===== config.mk =====
export PLATFORM = sky130hd
export DESIGN_NAME = file_transfer_header_deframer
export DESIGN_NICKNAME = d
export VERILOG_FILES = /design/src/sv/fthd_pkg.sv /design/src/sv/fthd_step.sv /design/src/sv/fthd_obuf.sv /design/src/sv/file_transfer_header_deframer.sv
export SDC_FILE = /design/constraint.sdc
export NUM_CORES = 1
export LEC_CHECK = 0
export BUFFER_PORTS_ARGS = -buffer_cell sky130_fd_sc_hd__buf_2
export CORE_MARGIN = 1.5
export CORE_UTILIZATION = 40
export CTS_CLUSTER_DIAMETER = 120
export DETAILED_ROUTE_END_ITERATION = 6
export PLACE_DENSITY = 0.52
export SLEW_MARGIN = 5
export SYNTH_ARGS = -nofsm -noshare
export SYNTH_HDL_FRONTEND = slang
export SYNTH_SLANG_ARGS = --single-unit

===== constraint.sdc =====
create_clock -name clk -period 4.4 [get_ports clk]
set_input_delay 0 -clock clk [delete_from_list [all_inputs] [get_ports clk]]
set_output_delay 0 -clock clk [all_outputs]
set_load 0.05 [all_outputs]

===== src/sv/fthd_pkg.sv =====
// Shared types, codes and helpers for the file transfer header deframer.
`default_nettype none

package fthd_pkg;

    localparam int unsigned LENGTH_BITS_DEF = 32;
    localparam int unsigned NAME_LEFT_W     = 16;
    localparam int unsigned MAX_LEN_W       = 16;
    localparam int unsigned WIDE_W          = 32;

    localparam logic [MAX_LEN_W-1:0] MAX_NAME_LEN_RST = 16'd4096;

    // parser phases
    localparam logic [2:0] PH_NAME_LEN = 3'd0;
    localparam logic [2:0] PH_FILE_LEN = 3'd1;
    localparam logic [2:0] PH_NAME     = 3'd2;
    localparam logic [2:0] PH_DATA     = 3'd3;
    localparam logic [2:0] PH_DONE     = 3'd4;
    localparam logic [2:0] PH_ERROR    = 3'd5;

    // byte kinds
    localparam logic [1:0] KIND_NONE = 2'd0;
    localparam logic [1:0] KIND_NAME = 2'd1;
    localparam logic [1:0] KIND_DATA = 2'd2;

    // reported status
    localparam logic [2:0] ST_HEADER = 3'd0;
    localparam logic [2:0] ST_NAME   = 3'd1;
    localparam logic [2:0] ST_DATA   = 3'd2;
    localparam logic [2:0] ST_DONE   = 3'd3;
    localparam logic [2:0] ST_ERROR  = 3'd4;

    localparam logic [7:0] CHAR_SLASH = 8'h2F;
    localparam logic [7:0] CHAR_UNDER = 8'h5F;
    localparam logic [7:0] CHAR_LOW   = 8'h20;
    localparam logic [7:0] CHAR_HIGH  = 8'h7E;

    localparam logic [1:0] HDR_LAST = 2'd3;

    typedef struct packed {
        logic [7:0] data_byte;
        logic       restart;
    } in_item_t;

    typedef struct packed {
        logic [7:0] out_byte;
        logic [1:0] byte_kind;
        logic       last_data;
        logic [2:0] phase_status;
    } out_item_t;

    typedef struct packed {
        logic [2:0] phase;
        logic [1:0] hdr_cnt;
    } ctrl_t;

    function automatic logic [2:0] status_of(input logic [2:0] ph);
        logic [2:0] st;
        case (ph)
            PH_NAME:  st = ST_NAME;
            PH_DATA:  st = ST_DATA;
            PH_DONE:  st = ST_DONE;
            PH_ERROR: st = ST_ERROR;
            default:  st = ST_HEADER;
        endcase
        return st;
    endfunction

    function automatic logic [7:0] sanitize(input logic [7:0] b);
        logic [7:0] r;
        if (b >= CHAR_LOW && b <= CHAR_HIGH && b != CHAR_SLASH)
            r = b;
        else
            r = CHAR_UNDER;
        return r;
    endfunction

endpackage

`default_nettype wire


===== src/sv/fthd_step.sv =====
// Combinational parser step: next parser state and the result for one byte.
`default_nettype none

module fthd_step #(
    parameter int unsigned LENGTH_BITS = fthd_pkg::LENGTH_BITS_DEF
) (
    input  fthd_pkg::ctrl_t                     ctrl,
    input  logic [LENGTH_BITS-1:0]              acc,
    input  logic [fthd_pkg::NAME_LEFT_W-1:0]    name_left,
    input  logic [LENGTH_BITS-1:0]              file_left,
    input  logic [fthd_pkg::MAX_LEN_W-1:0]      max_len,
    input  fthd_pkg::in_item_t                  item,
    output fthd_pkg::ctrl_t                     ctrl_next,
    output logic [LENGTH_BITS-1:0]              acc_next,
    output logic [fthd_pkg::NAME_LEFT_W-1:0]    name_left_next,
    output logic [LENGTH_BITS-1:0]              file_left_next,
    output fthd_pkg::out_item_t                 result
);
    import fthd_pkg::*;

    ctrl_t                  cur_ctrl;
    logic [LENGTH_BITS-1:0] cur_acc;
    logic [NAME_LEFT_W-1:0] cur_name_left;
    logic [LENGTH_BITS-1:0] cur_file_left;
    logic [WIDE_W-1:0]      acc_wide;
    logic [LENGTH_BITS-1:0] asm_len;
    logic                   hdr_done;
    logic [NAME_LEFT_W-1:0] name_dec;
    logic [LENGTH_BITS-1:0] file_dec;

    always_comb
    begin
        // restart clears the parser before this byte is taken
        if (item.restart)
        begin
            cur_ctrl      = '{phase: PH_NAME_LEN, hdr_cnt: '0};
            cur_acc       = '0;
            cur_name_left = '0;
            cur_file_left = '0;
        end
        else
        begin
            cur_ctrl      = ctrl;
            cur_acc       = acc;
            cur_name_left = name_left;
            cur_file_left = file_left;
        end

        acc_wide = WIDE_W'(cur_acc)
                 | (WIDE_W'(item.data_byte) << {cur_ctrl.hdr_cnt, 3'b000});
        asm_len  = acc_wide[LENGTH_BITS-1:0];
        hdr_done = (cur_ctrl.hdr_cnt == HDR_LAST);
        name_dec = (cur_name_left != '0) ? cur_name_left - 1'b1 : cur_name_left;
        file_dec = (cur_file_left != '0) ? cur_file_left - 1'b1 : cur_file_left;

        ctrl_next      = cur_ctrl;
        acc_next       = cur_acc;
        name_left_next = cur_name_left;
        file_left_next = cur_file_left;
        result.out_byte  = '0;
        result.byte_kind = KIND_NONE;
        result.last_data = 1'b0;

        case (cur_ctrl.phase)
            PH_NAME_LEN:
            begin
                ctrl_next.hdr_cnt = cur_ctrl.hdr_cnt + 1'b1;
                acc_next          = asm_len;
                if (hdr_done)
                begin
                    acc_next = '0;
                    if (asm_len == '0 || WIDE_W'(asm_len) > WIDE_W'(max_len))
                        ctrl_next.phase = PH_ERROR;
                    else
                    begin
                        name_left_next  = NAME_LEFT_W'(asm_len);
                        ctrl_next.phase = PH_FILE_LEN;
                    end
                end
            end
            PH_FILE_LEN:
            begin
                ctrl_next.hdr_cnt = cur_ctrl.hdr_cnt + 1'b1;
                acc_next          = asm_len;
                if (hdr_done)
                begin
                    acc_next       = '0;
                    file_left_next = asm_len;
                    if (cur_name_left != '0)
                        ctrl_next.phase = PH_NAME;
                    else if (asm_len != '0)
                        ctrl_next.phase = PH_DATA;
                    else
                        ctrl_next.phase = PH_DONE;
                end
            end
            PH_NAME:
            begin
                result.byte_kind = KIND_NAME;
                result.out_byte  = sanitize(item.data_byte);
                name_left_next   = name_dec;
                if (name_dec == '0)
                    ctrl_next.phase = (cur_file_left != '0) ? PH_DATA : PH_DONE;
            end
            PH_DATA:
            begin
                result.byte_kind = KIND_DATA;
                result.out_byte  = item.data_byte;
                file_left_next   = file_dec;
                if (file_dec == '0)
                begin
                    result.last_data = 1'b1;
                    ctrl_next.phase  = PH_DONE;
                end
            end
            default:
            begin
                // complete or error: byte ignored
            end
        endcase

        result.phase_status = status_of(ctrl_next.phase);
    end

endmodule

`default_nettype wire


===== src/sv/fthd_obuf.sv =====
// Two-entry output buffer: result register plus skid register.
`default_nettype none

module fthd_obuf (
    input  logic                clk,
    input  logic                rst_n,
    input  logic                push,
    input  fthd_pkg::out_item_t push_data,
    output logic                full,
    output logic                out_valid,
    input  logic                out_stall,
    output fthd_pkg::out_item_t out_data
);
    import fthd_pkg::*;

    logic      main_valid_reg, main_valid_next;
    logic      skid_valid_reg, skid_valid_next;
    out_item_t main_data_reg, main_data_next;
    out_item_t skid_data_reg, skid_data_next;
    logic      pop;

    assign pop       = main_valid_reg && !out_stall;
    assign full      = skid_valid_reg;
    assign out_valid = main_valid_reg;
    assign out_data  = main_data_reg;

    always_comb
    begin
        main_valid_next = main_valid_reg;
        skid_valid_next = skid_valid_reg;
        main_data_next  = main_data_reg;
        skid_data_next  = skid_data_reg;
        if (skid_valid_reg)
        begin
            // no push possible while full
            if (pop)
            begin
                main_data_next  = skid_data_reg;
                skid_valid_next = 1'b0;
            end
        end
        else if (push)
        begin
            if (!main_valid_reg || pop)
            begin
                main_data_next  = push_data;
                main_valid_next = 1'b1;
            end
            else
            begin
                skid_data_next  = push_data;
                skid_valid_next = 1'b1;
            end
        end
        else if (pop)
            main_valid_next = 1'b0;
    end

    always_ff @(posedge clk or negedge rst_n)
    begin
        if (!rst_n)
        begin
            main_valid_reg <= 1'b0;
            skid_valid_reg <= 1'b0;
        end
        else
        begin
            main_valid_reg <= main_valid_next;
            skid_valid_reg <= skid_valid_next;
        end
    end

    always_ff @(posedge clk)
    begin
        main_data_reg <= main_data_next;
        skid_data_reg <= skid_data_next;
    end

endmodule

`default_nettype wire


===== src/sv/file_transfer_header_deframer.sv =====
// Top level of the file transfer header deframer.
//
//  channel | direction | payload              | handshake
//  --------+-----------+----------------------+--------------------------
//  in      | input     | in_item_t  in_data   | in_valid  / in_stall
//  out     | output    | out_item_t out_data  | out_valid / out_stall
//  cfg     | input     | max_name_length      | cfg_we (no wait)
//
// One byte per cycle unless stalled; each result is registered in fthd_obuf.
// The parser step is one pass of counter updates and compares on registered state.
// in_stall rises only when both output registers hold results (skid full).
// Reset clears parser state and sets max_name_length to 4096.
`default_nettype none

module file_transfer_header_deframer #(
    parameter int unsigned LENGTH_BITS = fthd_pkg::LENGTH_BITS_DEF
) (
    input  logic                              clk,
    input  logic                              rst_n,
    input  logic                              in_valid,
    output logic                              in_stall,
    input  fthd_pkg::in_item_t                in_data,
    output logic                              out_valid,
    input  logic                              out_stall,
    output fthd_pkg::out_item_t               out_data,
    input  logic                              cfg_we,
    input  logic [fthd_pkg::MAX_LEN_W-1:0]    cfg_data
);
    import fthd_pkg::*;

    ctrl_t                  ctrl_reg, ctrl_next;
    logic [LENGTH_BITS-1:0] acc_reg, acc_next;
    logic [NAME_LEFT_W-1:0] name_left_reg, name_left_next;
    logic [LENGTH_BITS-1:0] file_left_reg, file_left_next;
    logic [MAX_LEN_W-1:0]   max_len_reg;
    out_item_t              result;
    logic                   full;
    logic                   accept;

    assign in_stall = full;
    assign accept   = in_valid && !full;

    fthd_step #(
        .LENGTH_BITS (LENGTH_BITS)
    ) u_step (
        .ctrl           (ctrl_reg),
        .acc            (acc_reg),
        .name_left      (name_left_reg),
        .file_left      (file_left_reg),
        .max_len        (max_len_reg),
        .item           (in_data),
        .ctrl_next      (ctrl_next),
        .acc_next       (acc_next),
        .name_left_next (name_left_next),
        .file_left_next (file_left_next),
        .result         (result)
    );

    fthd_obuf u_obuf (
        .clk       (clk),
        .rst_n     (rst_n),
        .push      (accept),
        .push_data (result),
        .full      (full),
        .out_valid (out_valid),
        .out_stall (out_stall),
        .out_data  (out_data)
    );

    always_ff @(posedge clk or negedge rst_n)
    begin
        if (!rst_n)
        begin
            ctrl_reg      <= '{phase: PH_NAME_LEN, hdr_cnt: '0};
            acc_reg       <= '0;
            name_left_reg <= '0;
            file_left_reg <= '0;
            max_len_reg   <= MAX_NAME_LEN_RST;
        end
        else
        begin
            if (accept)
            begin
                ctrl_reg      <= ctrl_next;
                acc_reg       <= acc_next;
                name_left_reg <= name_left_next;
                file_left_reg <= file_left_next;
            end
            if (cfg_we)
                max_len_reg <= cfg_data;
        end
    end

endmodule

`default_nettype wire

==> results.py <==
metrics = {
    "synthesis": {
        "synthesis.nets": 1116,
        "yosys_most_used_dff": "dfrtp_1",
        "synth_edf_count": 28,
        "ys_seq_elements": 131,
        "yosysSeqAreaShare_pct": 37.78,
        "syn_area_um2": 9051,
        "async_flop_share_pct": 78.63,
        "syn_inst": 1067,
        "synth.distinct_cells": 83,
        "syn_area_per_cell_um2": 8.483,
        "ys_warn_count": 0,
    },
    "die": {
        "pin_count": 46,
        "dieArea_um2": 23540,
        "coreArea_um2": 22030,
        "rows": 54,
        "initial_utilization_pct": 41.09,
        "dieWidth_um": 153.4,
        "fp.dieH_um": 153.4,
    },
    "global_routing": {
        "track_usage_pct": 27.82,
        "gr-total-overflow": 0,
        "grt_max_degree": 73,
        "grt_pass1_wl_mm": 50.89,
        "grt_antenna_before_repair": 0,
        "grt_pass1_vias": 8528,
    },
    "sta": {
        "setup_viol": 0,
        "min_period_ns": 4.026,
        "min_period_over_period_pct": 91.50,
        "worstMarginPinSlew_ns": 1.008,
        "fmax_mhz": 248.4,
        "clock_skew_ns": 0.01556,
        "slew_violations": 0,
        "tns_ns": 0,
        "hold_viol_final": 1,
        "timing.hold.ws_ns": -0.0001290,
        "maxSlewHeadroom_pct": 32.79,
        "grt_setup_unrepaired": "no",
    },
    "layout": {
        "final_net_count": 1176,
        "drive_gt1_share_pct": 15.53,
        "final_cell_mix": "121 x nand2_1, 102 x o21ai_0, 102 x dfrtp_1, 73 x nor2_1, 57 x buf_4",
        "post-route-util_pct": 47.81,
        "final_common_cell": "nand2_1",
        "nFillCells": 2191,
        "n_antenna_cell": 0,
        "area_delta_synth_final_pct": 16.34,
    },
    "clock_tree": {
        "h-tree-depth": 4,
        "cts_buffers": 17,
        "ctsHoldBuffers": 23,
        "cts.sinks": 131,
        "insertion_delay_ns": 0.43,
        "cts_tree": "done",
        "root_buffer": "clkbuf_16",
        "max-clock-path-buffers": 2,
        "clkTransAtPathRegs_ns": 0.07,
        "cts_setup_buffers": 0,
        "post_cts_resized": 0,
    },
    "worst_setup_path": {
        "crit_type": "reg2reg",
        "cp.required_ns": 4.58,
        "arrival_ns": 4.20,
        "critPathMaxFanout": 7,
        "startpoint_type": "flip-flop",
        "cp-end-kind": "flip-flop",
    },
    "placed_design": {
        "gp_congestion": 0.9362,
        "portBuffers": 45,
        "place.detailed.hpwl_mm": 23.04,
    },
    "pwr": {
        "finalPower_mw": 7.676,
        "p_leak_nw": 4.543,
        "irDropWorstVdd_mv": 0.2677,
        "powerDensity_nw_per_um2": 729.0,
    },
    "detailed_routing": {
        "drtAntennaViolNets": 0,
        "avgViaCountPerCell": 6.296,
        "drt_first_pass_iters": 5,
        "wire_per_inst_um": 22.57,
        "drt_first_iter_violations": 837,
        "vias": 8941,
        "routed_wl_mm": 32.05,
        "drcViolationCount": 0,
    },
    "outcome": {
        "status": "finished with violations",
        "violations": "negative hold slack",
    },
    "job": {
        "cap_violations": 0,
    },
    "worst_hold_path": {
        "hold_class": "in2reg",
    },
}
per-stage QoR:
stage / cell area, um^2 / cells / hold WS (ns) / setup WS (ns)
after floorplan: 9051 / 1067 / -0.2956 / 0.1976
final: 10530 / 1420 / -0.0001290 / 0.3739
after CTS: 10530 / 1420 / 0.01293 / 0.4028
after global placement: 9711 / 1365 / 0.2037 / 0.5029
after global routing: 10530 / 1420 / 0.04898 / 0.1465
after detailed placement: 9711 / 1365 / 0.2116 / 0.4202
cell type report:
type | count | area, um^2 | area share (%)
clock buffer | 17 | 425.4 | 4.040
clock inverter | 15 | 163.9 | 1.557
inverter | 45 | 168.9 | 1.604
multi-input combinational | 808 | 5124 | 48.66
sequential | 131 | 3420 | 32.47
tap | 280 | 350.3 | 3.327
timing repair buffer | 124 | 878.3 | 8.341
cell usage after synthesis (7+ instances only):
library cell	instances	share of area (%)
nand2_1	121	5.0
o21ai_0	103	5.7
dfrtp_1	102	28
nor2_1	73	3.0
clkbuf_1	64	2.7
a21oi_1	54	3.0
inv_1	44	1.8
nor3_1	30	1.7
edfxtp_1	28	9.3
nor4_1	25	1.7
a22oi_1	24	2.0
a22o_1	23	2.2
a31oi_1	22	1.5
nand3_1	22	1.2
nor2b_1	22	1.5
ha_1	19	2.6
o22ai_1	18	1.2
o31ai_1	15	1.2
mux2i_1	14	1.5
buf_2	13	0.72
and3_1	12	0.83
nand4_1	12	0.83
o21a_1	11	0.91
or4_1	11	0.91
a211oi_1	10	0.83
mux2_2	10	1.2
a21o_1	8	0.66
o211ai_1	8	0.66
o41ai_1	8	0.77
and4_1	7	0.68
or2_2	7	0.48
or3_1	7	0.48
cell families after synthesis:
kind of cell	after synthesis	share of synthesized area (%)
DFF	131	37.78
AOI/OAI and AO/OA	370	27.65
muxes	24	2.792
xor gates and xnor gates	8	0.7742
adders and majority gates	19	2.627
buffers and inverters	128	5.737
and+or+nand+nor	387	22.64
power by group:
part	switching (mW)	internal (mW)	leakage, nW	total, mW
Combinational	2.79	1.56	2.62	4.35
Clock	0.636	0.806	0.289	1.44
Sequential	0.333	1.55	1.64	1.88
Total	3.76	3.92	4.54	7.68
path summary, 6_finish.rpt:
check	start	endpoint	slack, ns	cells past startpoint
setup / recovery	ctrl_reg[1]	u_obuf.out_data[0]	0.37	12
hold / removal	cfg_we	max_len_reg[12]	-0.0001	3
setup reg to reg	ctrl_reg[1]	u_obuf.out_data[0]	0.37	12
hold reg to reg	acc_reg[23]	acc_reg[23]	0.48	2
max in group asynchronous	rst_n	file_left_reg[0]	3.06	3
min in group asynchronous	rst_n	file_left_reg[4]	0.29	2
metal layers:
metal / routed length, um / global-route usage (%) / part of all wire [%] / vias to the layer above
met3: 2201 / 4.026 / 6.9 / 38
li1: - / - / - / 4149
met1: 14990 / 40.88 / 47 / 4382
met5: 0 / 0 / 0 / -
met2: 14340 / 42.75 / 45 / 372
met4: 517 / 7.258 / 1.6 / 0
critical path: stages (launching register included):
cell       delay, ns
dfrtp_1         0.39
nor2b_1         0.33
a22o_1          0.28
ha_1            0.27
a21o_1          0.16
a21o_1          0.17
a2111oi_0       0.41
o31ai_1         0.13
o21ai_1         0.42
a22oi_1         0.20
a221o_1         0.40
or3_1           0.39
a41o_1          0.23
No activity file was read; power rests on OpenSTA's default activity.
